--- src/rtl/core/qtm_pkg.sv ---
// Package for the query text minifier: character constants, byte class
// functions and the result record type. No dependencies.
package qtm_pkg;

    // Characters with a special meaning in the byte stream
    localparam logic [7:0] CH_LF    = 8'h0A;
    localparam logic [7:0] CH_CR    = 8'h0D;
    localparam logic [7:0] CH_HASH  = 8'h23;
    localparam logic [7:0] CH_SPACE = 8'h20;
    localparam logic [7:0] CH_TAB   = 8'h09;

    // Result queue geometry
    localparam int QTM_FIFO_DEPTH = 4;
    localparam int QTM_PTR_W      = $clog2(QTM_FIFO_DEPTH);

    // One result item as stored in the output queue
    typedef struct packed {
        logic [7:0] out_byte;
        logic       has_byte;
        logic       end_of_output;
        logic       last_of_run;
    } qtm_result_t;

    // Whitespace: HT, LF, VT, FF, CR and space
    function automatic logic qtm_is_ws(input logic [7:0] b);
        return (b == CH_SPACE) || ((b >= CH_TAB) && (b <= CH_CR));
    endfunction

    // Punctuators: ! $ ( ) , . : = @ [ ] { | }
    function automatic logic qtm_is_punct(input logic [7:0] b);
        logic res;
        unique case (b)
            8'h21, 8'h24, 8'h28, 8'h29, 8'h2C, 8'h2E, 8'h3A,
            8'h3D, 8'h40, 8'h5B, 8'h5D, 8'h7B, 8'h7C, 8'h7D: res = 1'b1;
            default:                                          res = 1'b0;
        endcase
        return res;
    endfunction

endpackage

--- src/rtl/core/query_text_minifier.sv ---
// Query text minifier top level: input register, one-pass minify logic and
// a small result queue. Depends on qtm_pkg.
//
// The block takes one query byte per item and strips comments and redundant
// whitespace, holding back the latest output byte until a later byte or the
// end of the query releases it. Each input item is registered, processed by
// the minify logic, and its 0, 1 or 2 result items are written into a
// four-entry result queue; one result item leaves per cycle while the
// receiver does not stall. An input item can be taken every cycle as long as
// the queue holds at most two results, so the sustained rate is one item per
// cycle, limited by receiver stalls and by the single output port when an
// item produces two results (end of query with a released byte). The first
// result item of an input item shows on the outputs after the input register
// and the queue write; a queue short of room holds the item in the input
// register. No configuration and no clearing pass after reset.
module query_text_minifier
    import qtm_pkg::*;
(
    input  logic       clk,
    input  logic       rst_n,
    // text byte channel
    input  logic       text_valid,
    output logic       text_stall,
    input  logic [7:0] text_byte,
    input  logic       query_end,
    // result channel
    output logic       result_valid,
    input  logic       result_stall,
    output logic [7:0] out_byte,
    output logic       has_byte,
    output logic       end_of_output,
    output logic       last_of_run
);

    // Input register
    logic       in_valid_reg;
    logic [7:0] in_byte_reg;
    logic       in_end_reg;

    // Minifier state
    logic [7:0] held_byte_reg,  held_byte_next;
    logic       held_valid_reg, held_valid_next;
    logic       in_comment_reg, in_comment_next;

    // Result queue
    qtm_result_t                fifo_reg [QTM_FIFO_DEPTH];
    logic [QTM_PTR_W-1:0]       wr_ptr_reg, rd_ptr_reg;
    logic [QTM_PTR_W:0]         count_reg,  count_next;

    logic        fire;
    logic        pop;
    logic        text_take;
    logic        feed;
    logic [7:0]  fed;
    logic        comment_after;
    logic        offer_en;
    logic [7:0]  oc;
    logic        oc_ws;
    logic        rel;
    logic [7:0]  rel_byte;
    logic [7:0]  hb_off;
    logic        hv_off;
    logic [1:0]  n_wr;
    qtm_result_t res0, res1;

    // Handshake: stage advances when the queue has room for two results
    assign fire       = in_valid_reg &&
                        (count_reg <= (QTM_PTR_W+1)'(QTM_FIFO_DEPTH - 2));
    assign text_stall = in_valid_reg && !fire;
    assign text_take  = text_valid && !text_stall;
    assign result_valid = (count_reg != '0);
    assign pop          = result_valid && !result_stall;

    // Comment tracking and byte normalization
    always_comb
    begin
        feed          = 1'b0;
        fed           = in_byte_reg;
        comment_after = in_comment_reg;
        if (in_comment_reg)
        begin
            if (in_byte_reg == CH_LF)
            begin
                comment_after = 1'b0;
                feed          = 1'b1;
                fed           = CH_LF;
            end
        end
        else if (in_byte_reg == CH_HASH)
        begin
            comment_after = 1'b1;
        end
        else
        begin
            feed = 1'b1;
            fed  = (in_byte_reg == CH_CR) ? CH_LF : in_byte_reg;
        end
        // an open comment at query end stands for one LF
        offer_en = feed || (in_end_reg && comment_after);
        oc       = feed ? fed : CH_LF;
    end

    // Offer the byte to the held-byte compressor
    always_comb
    begin
        oc_ws    = qtm_is_ws(oc);
        rel      = 1'b0;
        rel_byte = held_byte_reg;
        hb_off   = held_byte_reg;
        hv_off   = held_valid_reg;
        if (offer_en)
        begin
            if (!held_valid_reg)
            begin
                if (!oc_ws)
                begin
                    hb_off = oc;
                    hv_off = 1'b1;
                end
            end
            else if (qtm_is_ws(held_byte_reg))
            begin
                if (oc_ws)
                begin
                    if (oc == CH_LF)
                        hb_off = oc;
                end
                else if (qtm_is_punct(oc))
                begin
                    hb_off = oc;
                end
                else
                begin
                    rel    = 1'b1;
                    hb_off = oc;
                end
            end
            else if (!oc_ws || !qtm_is_punct(held_byte_reg))
            begin
                rel    = 1'b1;
                hb_off = oc;
            end
        end
    end

    // Build result items and next state
    always_comb
    begin
        res1.out_byte      = hv_off ? hb_off : 8'h00;
        res1.has_byte      = hv_off;
        res1.end_of_output = 1'b1;
        res1.last_of_run   = 1'b1;

        if (rel)
        begin
            res0.out_byte      = rel_byte;
            res0.has_byte      = 1'b1;
            res0.end_of_output = 1'b0;
            res0.last_of_run   = !in_end_reg;
        end
        else
        begin
            res0 = res1;
        end

        n_wr = 2'(rel) + 2'(in_end_reg);

        held_byte_next  = held_byte_reg;
        held_valid_next = held_valid_reg;
        in_comment_next = in_comment_reg;
        if (fire)
        begin
            if (in_end_reg)
            begin
                held_byte_next  = 8'h00;
                held_valid_next = 1'b0;
                in_comment_next = 1'b0;
            end
            else
            begin
                held_byte_next  = hb_off;
                held_valid_next = hv_off;
                in_comment_next = comment_after;
            end
        end

        count_next = count_reg - (QTM_PTR_W+1)'(pop)
                   + (fire ? (QTM_PTR_W+1)'(n_wr) : '0);
    end

    // Control registers
    always_ff @(posedge clk or negedge rst_n)
    begin
        if (!rst_n)
        begin
            in_valid_reg   <= 1'b0;
            held_byte_reg  <= 8'h00;
            held_valid_reg <= 1'b0;
            in_comment_reg <= 1'b0;
            wr_ptr_reg     <= '0;
            rd_ptr_reg     <= '0;
            count_reg      <= '0;
        end
        else
        begin
            if (text_take)
                in_valid_reg <= 1'b1;
            else if (fire)
                in_valid_reg <= 1'b0;
            held_byte_reg  <= held_byte_next;
            held_valid_reg <= held_valid_next;
            in_comment_reg <= in_comment_next;
            if (fire)
                wr_ptr_reg <= wr_ptr_reg + QTM_PTR_W'(n_wr);
            if (pop)
                rd_ptr_reg <= rd_ptr_reg + 1'b1;
            count_reg <= count_next;
        end
    end

    // Payload registers: input item and queue storage
    always_ff @(posedge clk)
    begin
        if (text_take)
        begin
            in_byte_reg <= text_byte;
            in_end_reg  <= query_end;
        end
        if (fire && (n_wr != 2'd0))
            fifo_reg[wr_ptr_reg] <= res0;
        if (fire && (n_wr == 2'd2))
            fifo_reg[wr_ptr_reg + 1'b1] <= res1;
    end

    // Queue head drives the result ports
    assign out_byte      = fifo_reg[rd_ptr_reg].out_byte;
    assign has_byte      = fifo_reg[rd_ptr_reg].has_byte;
    assign end_of_output = fifo_reg[rd_ptr_reg].end_of_output;
    assign last_of_run   = fifo_reg[rd_ptr_reg].last_of_run;

`ifndef SYNTHESIS
    // queue never overfills
    a_count_bound: assert property (@(posedge clk) disable iff (!rst_n)
        count_reg <= (QTM_PTR_W+1)'(QTM_FIFO_DEPTH))
        else $error("result queue overflow");

    // end of query returns the minifier to its initial state
    a_flush_clears: assert property (@(posedge clk) disable iff (!rst_n)
        (fire && in_end_reg) |=> (!held_valid_reg && !in_comment_reg))
        else $error("state not cleared after query end");

    // final result of a query always closes its run
    a_end_closes_run: assert property (@(posedge clk) disable iff (!rst_n)
        (result_valid && end_of_output) |-> last_of_run)
        else $error("end of output without last of run");

    // a pending input item is only held back when the queue is short of room
    a_stall_reason: assert property (@(posedge clk) disable iff (!rst_n)
        text_stall |-> (count_reg > (QTM_PTR_W+1)'(QTM_FIFO_DEPTH - 2)))
        else $error("input stalled with queue room available");
`endif

endmodule

--- config.mk ---
export PLATFORM = sky130hd
export DESIGN_NAME = query_text_minifier
export DESIGN_NICKNAME = d
export VERILOG_FILES = /design/src/rtl/core/qtm_pkg.sv /design/src/rtl/core/query_text_minifier.sv
export SDC_FILE = /design/constraint.sdc
export NUM_CORES = 1
export LEC_CHECK = 0
export BUFFER_PORTS_ARGS = -buffer_cell sky130_fd_sc_hd__buf_4
export CAP_MARGIN = 20
export CORE_MARGIN = 8
export CORE_UTILIZATION = 37
export CTS_CLUSTER_DIAMETER = 60
export DETAILED_ROUTE_END_ITERATION = 12
export PLACE_DENSITY = 0.61
export SLEW_MARGIN = 40
export SYNTH_ARGS = -nofsm -noshare
export SYNTH_HDL_FRONTEND = slang
export SYNTH_SLANG_ARGS = --single-unit
--- constraint.sdc ---
create_clock -name clk -period 11.5 [get_ports clk]
set_input_delay 1.725 -clock clk [delete_from_list [all_inputs] [get_ports clk]]
set_output_delay 1.725 -clock clk [all_outputs]
set_load 0.01 [all_outputs]
; After elaboration in Yosys (flattened, before gate mapping)
; Memories as Yosys holds them, arrays and structs flattened.
; Cells that the tools add are included.
[word_totals]
input_bits = 13
output_inout_bits = 13
reg_bits = 27
memories = 1
wordCells = 128
ramBits = 44
[op_classes]
n_eq_ne = 35
addsub = 6
muxes = 48
order_cmp = 5
n_reduce_logical = 24
[mem_list]
columns = name, words, width, rd, rd_clocked_by_memory_dff, wr, line
row1 = fifo_reg, 4, 11, 1, 0, 2, query_text_minifier.sv:46  ; qtm_result_t fifo_reg [QTM_FIFO_DEPTH];
[op_table]
columns = op, n
row1 = $eq A8 B6 Y1 const B, 19
row2 = $mux W8, 14
row3 = $eq A8 B7 Y1 const B, 12
row4 = $mux W1, 32
row5 = $reduce_or A14 Y1, 2
row6 = $eq A8 B4 Y1 const B, 3
row7 = $ge A8 B4 Y1 const B, 2
row8 = $le A8 B4 Y1 const B, 2
row9 = $mux W11, 1
row10 = $logic_and A1 B1 Y1, 9
row11 = $logic_not A1 Y1, 6
row12 = $add A2 B1 Y2 const B, 2
row13 = $logic_or A1 B1 Y1, 4
row14 = $reduce_bool A2 Y1, 2
row15 = $add A3 B2 Y3, 1
row16 = $le A3 B2 Y1 const B, 1
row17 = $reduce_bool A3 Y1, 1
row18 = $sub A3 B1 Y3, 1
row19 = $add A1 B1 Y2, 1
row20 = $add A2 B2 Y2, 1
row21 = $eq A2 B2 Y1 const B, 1
row22 = $mux W2, 1

; Logic depth before layout (Yosys ltp)
; Gate-level depths: netlist of the first run.
[depth]
depth_word = 22
mapped_depth = 18
depth_no_buf = 15

; Least setup slack after synthesis of the first run
; No wires, ideal clock.
[synth_timing]
path_type = register to register
start = register in_byte_reg[0]
end = register count_reg[2]
synth_period_minus_slack_ns = 3.804
t_required_ns = 11.377
path_stages_with_launch = 19
slack_ns = 7.696
path_buffers = 3
arrival_time_ns = 3.682
setup_ns = 0.123
cell_sequence = edfxtp_1 > buf_2 > nor4b_4 > a311oi_2 > a2111oi_0 > or4_1 > o32ai_1 > buf_4 > buf_6 > inv_1 > ha_1 > nand2_1 > ha_1 > inv_1 > ha_1 > inv_1 > fa_1 > xor2_1 > xnor2_1
[synth_between]
elab_chain_len = 20
word_cells_on_any_way = 52
classes_between = 2 x add/sub / 2 x order compare / 18 x eq/ne / 23 x mux / 7 x reduce/logical
[synth_rtl]
columns = element, line
row1 = from (decl), query_text_minifier.sv:37  ; logic [7:0] in_byte_reg;
row2 = from (signal assigned), query_text_minifier.sv:226  ; in_byte_reg <= text_byte;
row3 = $eq A8 B4 Y1, query_text_minifier.sv:96  ; fed = (in_byte_reg == CH_CR) ? CH_LF : in_byte_reg;
row4 = $mux W8, query_text_minifier.sv:96
row5 = $mux W8, query_text_minifier.sv:89  ; else if (in_byte_reg == CH_HASH)
row6 = $mux W8, query_text_minifier.sv:80  ; if (in_comment_reg)
row7 = $mux W8, query_text_minifier.sv:100  ; oc = feed ? fed : CH_LF;
row8 = $eq A8 B6 Y1 / $eq A8 B7 Y1 (equally long branches), qtm_pkg.sv:32  ; unique case (b)
row9 = $reduce_or A14 Y1, qtm_pkg.sv:32
row10 = $mux W1, qtm_pkg.sv:32
row11 = [... 5 more ...], n/a
row12 = $mux W1, query_text_minifier.sv:123  ; if (oc_ws)
row13 = $mux W1, query_text_minifier.sv:121  ; else if (qtm_is_ws(held_byte_reg))
row14 = $mux W1, query_text_minifier.sv:113  ; if (!held_valid_reg)
row15 = $mux W1 (*), query_text_minifier.sv:111  ; if (offer_en)
row16 = $add A1 B1 Y2 (*), query_text_minifier.sv:166  ; n_wr = 2'(rel) + 2'(in_end_reg);
row17 = $mux W2 (*), query_text_minifier.sv:188  ; + (fire ? (QTM_PTR_W+1)'(n_wr) : '0);
row18 = $add A3 B2 Y3 (*), query_text_minifier.sv:188
row19 = named net count_next[2], query_text_minifier.sv:48  ; logic [QTM_PTR_W:0] count_reg, count_next;
row20 = to (signal assigned), query_text_minifier.sv:217  ; count_reg <= count_next;
row21 = to (decl), query_text_minifier.sv:48
; Mark *: on every way through the listed nets, which the timed path passes. The rest lies on a longest branch. The select of a mux whose other input is x is not followed.
; A chain may end at the register's enable or synchronous reset.

; Final worst setup path of the first run
[layout_timing]
start = register in_comment_reg
end = register count_reg[2]
[layout_between]
elab_chain_len = 17
word_cells_on_any_way = 42
classes_between = 2 x add/sub / 2 x order compare / 15 x eq/ne / 16 x mux / 7 x reduce/logical
[layout_rtl]
columns = element, line
row1 = from (decl), query_text_minifier.sv:43  ; logic in_comment_reg, in_comment_next;
row2 = from (signal assigned), query_text_minifier.sv:212  ; in_comment_reg <= in_comment_next;
row3 = $mux W8 / $mux W1 (equally long branches), query_text_minifier.sv:80
row4 = $mux W8, query_text_minifier.sv:100
row5 = $eq A8 B6 Y1 / $eq A8 B7 Y1 (equally long branches), qtm_pkg.sv:32
row6 = $reduce_or A14 Y1, qtm_pkg.sv:32
row7 = $mux W1, qtm_pkg.sv:32
row8 = $mux W1, query_text_minifier.sv:123
row9 = $mux W1, query_text_minifier.sv:121
row10 = $mux W1, query_text_minifier.sv:113
row11 = [... 2 more ...], n/a
row12 = $mux W1, query_text_minifier.sv:123
row13 = $mux W1, query_text_minifier.sv:121
row14 = $mux W1, query_text_minifier.sv:113
row15 = $mux W1 (*), query_text_minifier.sv:111
row16 = $add A1 B1 Y2 (*), query_text_minifier.sv:166
row17 = $mux W2 (*), query_text_minifier.sv:188
row18 = $add A3 B2 Y3 (*), query_text_minifier.sv:188
row19 = named net count_next[2], query_text_minifier.sv:48
; Marked as above.

==> flow_metrics.env, run 1 <==
export IMPL_worst_slew_pin_slew_ns=0.682
export IMPL_worstPathArrival_ns=4.48
export IMPL_cts_tree="done"
export IMPL_clock_sinks=71
export IMPL_pwr_density_cell_nw_per_um2=275
export IMPL_drtAntennaViolNets=0
export IMPL_first_pass_iters=7
export IMPL_worstSetupPathType="flip-flop to flip-flop"
export IMPL_hold_violations=0
export IMPL_drive_gt1_frac=0.163
export IMPL_cts_root_buffer="clkbuf_16"
export IMPL_async_flop_share=0.254
export IMPL_synth_distinct_cells=74
export IMPL_dp_slack_ns=7.29
export IMPL_max_freq_mhz=236
export IMPL_pin_count=26
export IMPL_core_um2=11300
export IMPL_p_sw_frac=0.393
export IMPL_setup_ws_ns=7.27
export IMPL_grt_max_degree=22
export IMPL_p_leak_nw=1.78
export IMPL_ctsHoldBuffers=0
export IMPL_cp_buffers_inverters=4
export IMPL_yosys_area_top_type="edfxtp_1"
export IMPL_seq_power_share=0.376
export IMPL_antenna_found_initial=0
export IMPL_wl_per_cell_um=17.9
export IMPL_antenna_cells=0
export IMPL_syn_inst=400
export IMPL_p_int_w=0.000790
export IMPL_cp_top_family="adder cells"
export IMPL_cts_setup_buffers=0
export IMPL_grt_use_total=0.138
export IMPL_cpMaxStageDelayCell="dfrtp_1"
export IMPL_vias=3234
export IMPL_timing_max_cap_violations=0
export IMPL_die_area_um2=15000
export IMPL_crit_required_ns=11.75
export IMPL_largest_reg_flops=44
export IMPL_synth_edff_count=45
export IMPL_finalWirelength_mm=9.92
export IMPL_synthesis_area_um2=4210
export IMPL_initial_core_util=0.373
export IMPL_p_clk_frac=0.215
export IMPL_drtIter0Drc=333
export IMPL_yosys_area_top_type_share=0.321
export IMPL_clkSlewWorstSetupHoldPaths_ns=0.06
export IMPL_setup_tns_ns=0
export IMPL_cts_inserted_buffers=9
export IMPL_overflow=0
export IMPL_setup_viol=0
export IMPL_clockBufferDepth=2
export IMPL_finClkSkew_ns=0.00622
export IMPL_p_sw_w=0.000511
export IMPL_yosys_warnings=0
export IMPL_syn_num_nets=421
export IMPL_remaining_drc_errors=0
export IMPL_die_h_um=123
export IMPL_port_buffers=25
export IMPL_placementRows=39
export IMPL_htree_levels=3
export IMPL_slew_headroom=0.543
export IMPL_crit_chain="nor2b_1 > and4b_1 > a211o_1 > or4_1 > o32ai_2 > buf_4 > inv_1 > ha_1 > nand2_1 > ha_1 > inv_1 > ha_1 > inv_1 > fa_1 > xor2_1 > xnor2_1"
export IMPL_synth_main_ff_cell="edfxtp_1"
export IMPL_status="complete, no violations"
export IMPL_clkLatencyLatePin_ns=0.33
export IMPL_rsz0062_at_grt="no"
export IMPL_synth_seq_cells=71
export IMPL_ys_seq_area_frac=0.467
export IMPL_fin_crit_sh=0.368
export IMPL_grt_pass1_wl_mm=16.2
export IMPL_syn_to_final_growth_pct=12.7
export IMPL_die_w_um=123
export IMPL_cts_resized=0
export IMPL_gp_congestion=0.899
export IMPL_endpoint_kind="flip-flop"
export IMPL_syn_avg_cell_area_um2=10.5
export IMPL_ys_top_cells_by_area="edfxtp_1, dfrtp_1, mux4_2"
export IMPL_power_frac_comb=0.409
export IMPL_cp_start_kind="flip-flop"
export IMPL_drt_vias_per_instance=5.85
export IMPL_report_final_slew_viol_count=0
export IMPL_grt_pass1_vias=3207
export IMPL_finalCriticalPeriod_ns=4.23
export IMPL_dp_hpwl_mm=7.26
export IMPL_critical_path_max_stage_delay_ns=0.69
export IMPL_critPathMaxFanout=21
export IMPL_hold_path_class="flip-flop to flip-flop"
export IMPL_vdd_ir_drop_worst_mv=0.155
export IMPL_layout_nets=426
-- cell usage in the layout, fill, tap and decap left out, types with 5 or more instances in the layout --
cell type  count
nor3_1         7
edfxtp_1      45
o2bb2ai_1      5
a211oi_1       6
nor2b_1        7
dfxtp_1        8
o22ai_1       10
and2_1         7
nand3_1        6
dfrtp_1       17
ha_1           7
a22o_1        19
nor2_1        28
buf_4         26
a21oi_1       25
nand2_1       30
mux4_2        11
inv_1         19
clkbuf_16      9
o21ai_0       13
-- synthesized netlist by cell type, drive strengths merged (10+ instances only) --
master and count:
edfxtp 45, dfrtp 18, o21ai 19, inv 19, a21oi 26, a22o 19, mux4 11, nor2 29
clkbuf 18, o22ai 10, nand2 30, buf 14
-- cell type report --
| cell class | instances | area [um^2] |
|---|---|---|
| fillers | 1041 | 6530 |
| multi-input cells | 278 | 2030 |
| flip-flops and latches | 71 | 1960 |
| clock buffers | 11 | 243 |
| repair buffers | 26 | 195 |
| well taps | 143 | 179 |
| inverters | 19 | 71.3 |
| clock inverters | 5 | 56.3 |
-- per-layer routing --
metal	global-route usage	wire length, um	vias up	part of all wire
met2	0.219	4760	131	0.48
met3	0.0359	573	11	0.058
met4	0.0754	158	0	0.016
li1	-	-	1540	-
met5	0	0	-	0
met1	0.170	4430	1552	0.45
-- path summary, 6_finish.rpt --
check / startpoint / to / slack, ns / cells after the start
worst max-delay path: in_comment_reg / count_reg[2] / 7.27 / 16
worst min register to register: fifo_reg[0][1] / fifo_reg[0][1] / 0.47 / 2
min in group asynchronous: rst_n / count_reg[2] / 1.26 / 1
worst min-delay path: fifo_reg[0][1] / fifo_reg[0][1] / 0.47 / 2
worst max register to register: in_comment_reg / count_reg[2] / 7.27 / 16
max in group asynchronous: rst_n / rd_ptr_reg[0] / 10.02 / 1
-- kinds of logic (layout without fill, tap and decap cells) --
kind of cell | count (synthesis) | after routing | synth area share
fa+ha+maj | 8 | 8 | 0.0256
xor+xnor | 7 | 7 | 0.0146
simple gates | 126 | 126 | 0.166
buf+inv | 51 | 61 | 0.0530
mux | 13 | 13 | 0.0637
compound gates | 124 | 124 | 0.210
flops | 71 | 71 | 0.467
-- through the flow --
step / power [W] / utilization / hold WS [ns] / instances / instance area [um^2]
floorplan: 0.000859 / - / 0.435 / 400 / 4210
CTS: 0.00131 / 0.420 / 0.474 / 553 / 4740
detailed placement: 0.00103 / 0.394 / 0.460 / 537 / 4440
global placement: 0.00101 / 0.393 / 0.448 / 537 / 4440
finish: 0.00130 / 0.420 / 0.474 / 553 / 4740
global route: 0.00139 / 0.420 / 0.498 / 553 / 4740
-- worst reg2reg max path, stage by stage, from the launching register on --
cell and delay, ns:
dfrtp_1 0.69, nor2b_1 0.22, and4b_1 0.24, a211o_1 0.28
or4_1 0.54, o32ai_2 0.21, buf_4 0.28, inv_1 0.10
ha_1 0.30, nand2_1 0.06, ha_1 0.30, inv_1 0.06
ha_1 0.13, inv_1 0.04, fa_1 0.36, xor2_1 0.20
xnor2_1 0.14
-- power by group through the flow --
stage                     Clock, W  Sequential, W  Combinational [W]
after global routing      0.000296       0.000503           0.000588
final                     0.000280       0.000489           0.000532
after detailed placement         0       0.000494           0.000534
after global placement           0       0.000489           0.000522
after floorplan                  0       0.000411           0.000448
after CTS                 0.000288       0.000489           0.000537
No activity file was read; power rests on OpenSTA's default activity.
==> run 2: changes to the inputs <==
--- a/config.mk
+++ b/config.mk
@@ -5,6 +5,7 @@
 export SDC_FILE = /design/constraint.sdc
 export NUM_CORES = 1
 export LEC_CHECK = 0
+export ABC_AREA = 1
 export BUFFER_PORTS_ARGS = -buffer_cell sky130_fd_sc_hd__buf_4
 export CAP_MARGIN = 20
 export CORE_MARGIN = 8
==> constraint.sdc (replaced) <==
create_clock -name clk -period 4.2 [get_ports clk]
set_input_delay 0.63 -clock clk [delete_from_list [all_inputs] [get_ports clk]]
set_output_delay 0.63 -clock clk [all_outputs]
set_load 0.01 [all_outputs]
==> run 2 against run 1 <==
Sequential share of layout area fell by 4.5 points. Die area rose by 7.7%. Synthesized area rose by 8.8%. Clock power rose to 2.9 times the previous value. Core utilization rose by 2.0 points. Via count rose by 27%. Register-to-register slack got worse by 6.8 ns. Largest cell class unchanged.
==> flow_metrics.env, run 2 <==
export IMPL_port_buffers=25
export IMPL_total_power_w=0.00371
export IMPL_reg2reg_from="in_byte_reg[5]"
export IMPL_synthTopCellsByCount="nand2_1, nor2_1, nand3_1"
export IMPL_syn_num_nets=635
export IMPL_synth_main_ff_cell="edfxtp_1"
export IMPL_largest_reg_flops=44
export IMPL_cts_setup_buffers=0
export IMPL_grt_pass1_wl_mm=19.6
export IMPL_synth_seq_cells=71
export IMPL_setup_viol=0
export IMPL_drive_gt1_frac=0.181
export IMPL_clkLatencyLatePin_ns=0.33
export IMPL_finalCriticalPeriod_ns=3.74
export IMPL_finClkSkew_ns=0.00352
export IMPL_report_final_slew_viol_count=0
export IMPL_wl_per_cell_um=14.6
export IMPL_syn_inst=614
export IMPL_ys_seq_area_frac=0.429
export IMPL_setup_ws_ns=0.464
export IMPL_clock_sinks=71
export IMPL_fin_crit_sh=0.889
export IMPL_async_flop_share=0.254
export IMPL_status="complete, no violations"
export IMPL_die_h_um=127
export IMPL_timing_hold_ws_ns=0.166
export IMPL_p_leak_nw=2.40
export IMPL_clockBufferDepth=2
export IMPL_seq_area_um2=1960
export IMPL_rrSetupSlack_ns=0.46
export IMPL_cts_root_buffer="clkbuf_16"
export IMPL_final_common_cell="nand2_1"
export IMPL_drt_vias_per_instance=5.00
export IMPL_pwr_density_cell_nw_per_um2=698
export IMPL_placementRows=40
export IMPL_worstPathArrival_ns=4.00
export IMPL_placed_cells=804
export IMPL_die_area_um2=16200
export IMPL_initial_core_util=0.379
export IMPL_worstSetupPathType="flip-flop to flip-flop"
export IMPL_hold_path_class="input port to async pin"
export IMPL_r2r_cells=23
export IMPL_r2r_end="count_reg[2]"
export IMPL_grt_pass1_vias=4033
export IMPL_final_cells=820
export IMPL_worst_slew_pin_slew_ns=0.719
export IMPL_hold_violations=0
export IMPL_fillers=1208
export IMPL_syn_avg_cell_area_um2=7.45
export IMPL_grt_use_total=0.151
export IMPL_remaining_drc_errors=0
export IMPL_synth_most_common_cell="nand2_1"
export IMPL_multi_input_area_um2=2270
export IMPL_htree_levels=3
export IMPL_cts_tree="done"
export IMPL_antenna_found_initial=0
export IMPL_layout_nets=668
export IMPL_yosys_area_top_type="edfxtp_1"
export IMPL_drtIter0Drc=343
export IMPL_synth_distinct_cells=34
export IMPL_critPathMaxFanout=14
export IMPL_synth_edff_count=45
export IMPL_overflow=0
export IMPL_cts_inserted_buffers=9
export IMPL_dp_slack_ns=0.362
export IMPL_cts_resized=0
export IMPL_finalWirelength_mm=12.0
export IMPL_ctsHoldBuffers=0
export IMPL_yosys_warnings=0
export IMPL_die_w_um=127
export IMPL_max_freq_mhz=268
export IMPL_clkSlewWorstSetupHoldPaths_ns=0.06
export IMPL_syn_to_final_growth_pct=16.0
export IMPL_vdd_ir_drop_worst_mv=0.265
export IMPL_first_pass_iters=5
export IMPL_dp_hpwl_mm=9.05
export IMPL_yosys_area_top_type_share=0.295
export IMPL_timing_max_cap_violations=0
export IMPL_endpoint_kind="flip-flop"
export IMPL_grt_max_degree=25
export IMPL_pin_count=26
export IMPL_synthesis_area_um2=4580
export IMPL_vias=4103
export IMPL_core_um2=12100
export IMPL_crit_required_ns=4.46
export IMPL_slew_headroom=0.520
export IMPL_cp_start_kind="flip-flop"
export IMPL_gp_congestion=0.891
export IMPL_setup_tns_ns=0
export IMPL_layout_common_cells="nand2_1, nor2_1, nand3_1"
export IMPL_rsz0062_at_grt="no"
export IMPL_antenna_cells=0
export IMPL_ys_top_cells_by_area="edfxtp_1, nand2_1, dfrtp_1"
export IMPL_drtAntennaViolNets=0
==> run 2: layer usage <==
layer | GRT usage | wire length (um)
met1 | 0.184 | 5290
met2 | 0.259 | 5850
met3 | 0.0275 | 592
met4 | 0.0609 | 232
met5 | 0 | 0
==> run 2: logic make-up after synthesis <==
family / share of synthesized area
AND/OR/NAND/NOR: 0.352
AO/OA/AOI/OAI: 0.111
adder cells (fa/ha/maj): 0.0235
XOR/XNOR: 0.00766
flip-flops: 0.429
buffers and inverters: 0.0774
==> run 2: power by group <==
| part | switching, W | total [W] | internal, W |
|---|---|---|---|
| sequential | 0.000181 | 0.00115 | 0.000968 |
| combinational | 0.00116 | 0.00174 | 0.000573 |
| clock | 0.000299 | 0.000823 | 0.000524 |
| total | 0.00164 | 0.00371 | 0.00206 |
==> run 2: worst max-delay path by stage <==
stage	start	endpoint	slack [ns]	cells past startpoint
after floorplan	in_byte_reg[5]	count_reg[2]	0.85	26
after global placement	in_byte_reg[7]	fifo_reg[3][10]	0.49	21
after detailed placement	in_byte_reg[5]	fifo_reg[3][3]	0.36	20
after CTS	in_byte_reg[5]	fifo_reg[3][9]	0.33	20
after global routing	in_byte_reg[5]	count_reg[2]	0.1	24
final	in_byte_reg[5]	count_reg[2]	0.46	23
==> run 2: final cells by class <==
type,instances,area share
multi-input cells,453,0.427
flip-flops and latches,71,0.369
inverters,77,0.0544
repair buffers,35,0.0495
clock buffers,10,0.0431
well taps,168,0.0396
clock inverters,6,0.0174
==> run 2: critical path, stage by stage, from the launching register on <==
cell      delay (ns)
edfxtp_1        0.47
inv_2           0.09
nand2_1         0.08
nor2_4          0.13
nand2_1         0.07
nand2_1         0.08
nand2_1         0.11
nor2_1          0.18
nand3_1         0.10
nand3_2         0.10
nand2_4         0.13
nand2_4         0.11
nand2_4         0.09
nand2_1         0.13
nand2_4         0.16
ha_1            0.35
nand2_1         0.06
ha_1            0.27
inv_1           0.06
ha_1            0.13
inv_1           0.05
fa_1            0.37
xnor2_1         0.18
xor2_1          0.15
==> run 2: metrics by stage <==
step,utilization,cell area [um^2]
after floorplan,-,4580
after detailed placement,0.413,4980
after global routing,0.440,5310
after global placement,0.413,4980
final,0.440,5310
after CTS,0.440,5310
==> run 3: changes to the inputs <==
--- a/config.mk
+++ b/config.mk
@@ -5,14 +5,15 @@
 export SDC_FILE = /design/constraint.sdc
 export NUM_CORES = 1
 export LEC_CHECK = 0
-export ABC_AREA = 1
 export BUFFER_PORTS_ARGS = -buffer_cell sky130_fd_sc_hd__buf_4
 export CAP_MARGIN = 20
+export CELL_PAD_IN_SITES_DETAIL_PLACEMENT = 0
+export CELL_PAD_IN_SITES_GLOBAL_PLACEMENT = 1
 export CORE_MARGIN = 8
 export CORE_UTILIZATION = 37
 export CTS_CLUSTER_DIAMETER = 60
 export DETAILED_ROUTE_END_ITERATION = 12
-export PLACE_DENSITY = 0.61
+export PLACE_DENSITY = 0.72
 export SLEW_MARGIN = 40
 export SYNTH_ARGS = -nofsm -noshare
 export SYNTH_HDL_FRONTEND = slang
==> run 3 against run 2 <==
Via count shrank 21%. Core utilization fell by 1.7 points. Sequential cell count is the same. Largest power group unchanged. Non-clock buffer count stayed put. Cell area fell by 10%. Fmax is 3.3% lower. Largest cell class unchanged. Register-to-register slack got worse by 0.13 ns. Highest routed layer unchanged. Sequential share of layout area grew 4.2 points. Critical endpoint unchanged. Routed wire length fell by 14%. Global-route usage is 0.75 points lower. Critical path type unchanged.
==> flow_metrics.env, run 3 (synthesis results as in run 1) <==
export IMPL_status="complete, no violations"
export IMPL_die_area_um2=15000
export IMPL_drtAntennaViolNets=0
export IMPL_vdd_ir_drop_worst_mv=0.405
export IMPL_grt_use_met2=0.233
export IMPL_core_um2=11300
export IMPL_finalCriticalPeriod_ns=3.86
export IMPL_wl_per_cell_um=18.2
export IMPL_worst_slew_pin_slew_ns=0.692
export IMPL_largest_reg_flops=44
export IMPL_report_final_slew_viol_count=0
export IMPL_clkLatencyLatePin_ns=0.34
export IMPL_finClkSkew_ns=0.00966
export IMPL_critPathMaxFanout=12
export IMPL_fin_crit_sh=0.920
export IMPL_max_freq_mhz=259
export IMPL_busiest_layer="met2"
export IMPL_gp_congestion=0.915
export IMPL_overflow=0
export IMPL_ctsHoldBuffers=0
export IMPL_placementRows=39
export IMPL_initial_core_util=0.373
export IMPL_use_met3=0.0386
export IMPL_drtIter0Drc=251
export IMPL_syn_to_final_growth_pct=13.4
export IMPL_p_leak_nw=1.81
export IMPL_clockBufferDepth=2
export IMPL_layout_nets=435
export IMPL_setup_tns_ns=0
export IMPL_cp_start_kind="flip-flop"
export IMPL_slew_headroom=0.533
export IMPL_pwr_density_cell_nw_per_um2=735
export IMPL_vias=3222
export IMPL_drt_vias_per_instance=5.73
export IMPL_timing_max_cap_violations=0
export IMPL_die_w_um=123
export IMPL_first_pass_iters=4
export IMPL_clkSlewWorstSetupHoldPaths_ns=0.06
export IMPL_endpoint_kind="flip-flop"
export IMPL_grt_use_total=0.144
export IMPL_setup_viol=0
export IMPL_fillers=1055
export IMPL_hold_path_class="input port to async pin"
export IMPL_utilization=0.423
export IMPL_grt_pass1_wl_mm=16.8
export IMPL_layout_common_cells="edfxtp_1, buf_4, nand2_1"
export IMPL_grt_max_degree=21
export IMPL_cts_tree="done"
export IMPL_total_power_w=0.00351
export IMPL_cts_inserted_buffers=9
export IMPL_htree_levels=3
export IMPL_pin_count=26
export IMPL_antenna_cells=0
export IMPL_hold_violations=0
export IMPL_cts_root_buffer="clkbuf_16"
export IMPL_port_buffers=25
export IMPL_remaining_drc_errors=0
export IMPL_cts_setup_buffers=0
export IMPL_crit_required_ns=4.42
export IMPL_grt_pass1_vias=3201
export IMPL_drive_gt1_frac=0.177
export IMPL_die_h_um=123
export IMPL_grt_use_met1=0.178
export IMPL_finalWirelength_mm=10.2
export IMPL_dp_hpwl_mm=7.43
export IMPL_final_common_cell="edfxtp_1"
export IMPL_rsz0062_at_grt="no"
export IMPL_worstSetupPathType="flip-flop to flip-flop"
export IMPL_cts_resized=0
export IMPL_antenna_found_initial=0
export IMPL_worstPathArrival_ns=4.09
export IMPL_clock_sinks=71
run 3: cell types whose count changed in the layout (fill, tap and decap cells not counted), sizes merged, moves of 11 or more:
cell / previous run / this run
nor2: 74 / 29
a22o: 0 / 19
nand2: 187 / 30
nand3: 72 / 6
o21ai: 54 / 19
mux4: 0 / 11
inv: 77 / 19
run 3: where the power goes:
part	switching, W	internal [W]	leakage, nW
sequential	0.000284	0.00103	0.711
clock	0.000292	0.000396	0.126
combinational	0.000824	0.000684	0.971
total	0.00140	0.00211	1.81
run 3: layer usage:
| metal | routed length [um] | up-vias |
|---|---|---|
| met3 | 613 | 16 |
| met1 | 4580 | 1564 |
| met2 | 4830 | 92 |
| met4 | 209 | 0 |
| met5 | 0 | - |
| li1 | - | 1550 |
run 3: per-stage QoR:
stage / setup slack (ns) / cell area, um^2 / hold slack (ns) / cells
after floorplan: 0.396 / 4210 / 0.334 / 400
after global placement: 0.425 / 4500 / 0.447 / 546
after detailed placement: 0.361 / 4500 / 0.456 / 546
after CTS: 0.351 / 4770 / 0.161 / 562
after global routing: 0.0870 / 4770 / 0.164 / 562
final: 0.337 / 4770 / 0.158 / 562
run 3: worst max-delay path, cell delays in order, from the launching register on:
cell and delay, ns:
edfxtp_1 0.54, nor2b_1 0.23, a311oi_2 0.39, a2111oi_0 0.12, or4_1 0.57, o32ai_2 0.26, inv_1 0.12, ha_1 0.31
nand2_1 0.06, ha_1 0.29, inv_1 0.06, ha_1 0.13, inv_1 0.04, fa_1 0.37, xor2_1 0.16, xnor2_1 0.12
run 3: area by class of cell:
type                       count  area, um^2  area share
multi-input combinational    278        2030       0.425
sequential                    71        1960       0.411
timing repair buffer          35         263      0.0551
clock buffer                  10         229      0.0480
tap                          143         179      0.0375
inverter                      19        71.3      0.0149
clock inverter                 6        37.5     0.00787
run 3: path summary, 6_finish.rpt:
| kind | start | end | slack, ns | cells after the start |
|---|---|---|---|---|
| max | in_byte_reg[1] | count_reg[2] | 0.34 | 15 |
| min | rst_n | held_byte_reg[5] | 0.16 | 1 |
| max reg2reg | in_byte_reg[1] | count_reg[2] | 0.34 | 15 |
| min reg2reg | fifo_reg[2][1] | fifo_reg[2][1] | 0.47 | 2 |
| max in group asynchronous | rst_n | rd_ptr_reg[0] | 3.82 | 1 |
| min in group clk | text_byte[5] | in_byte_reg[5] | 0.47 | 1 |
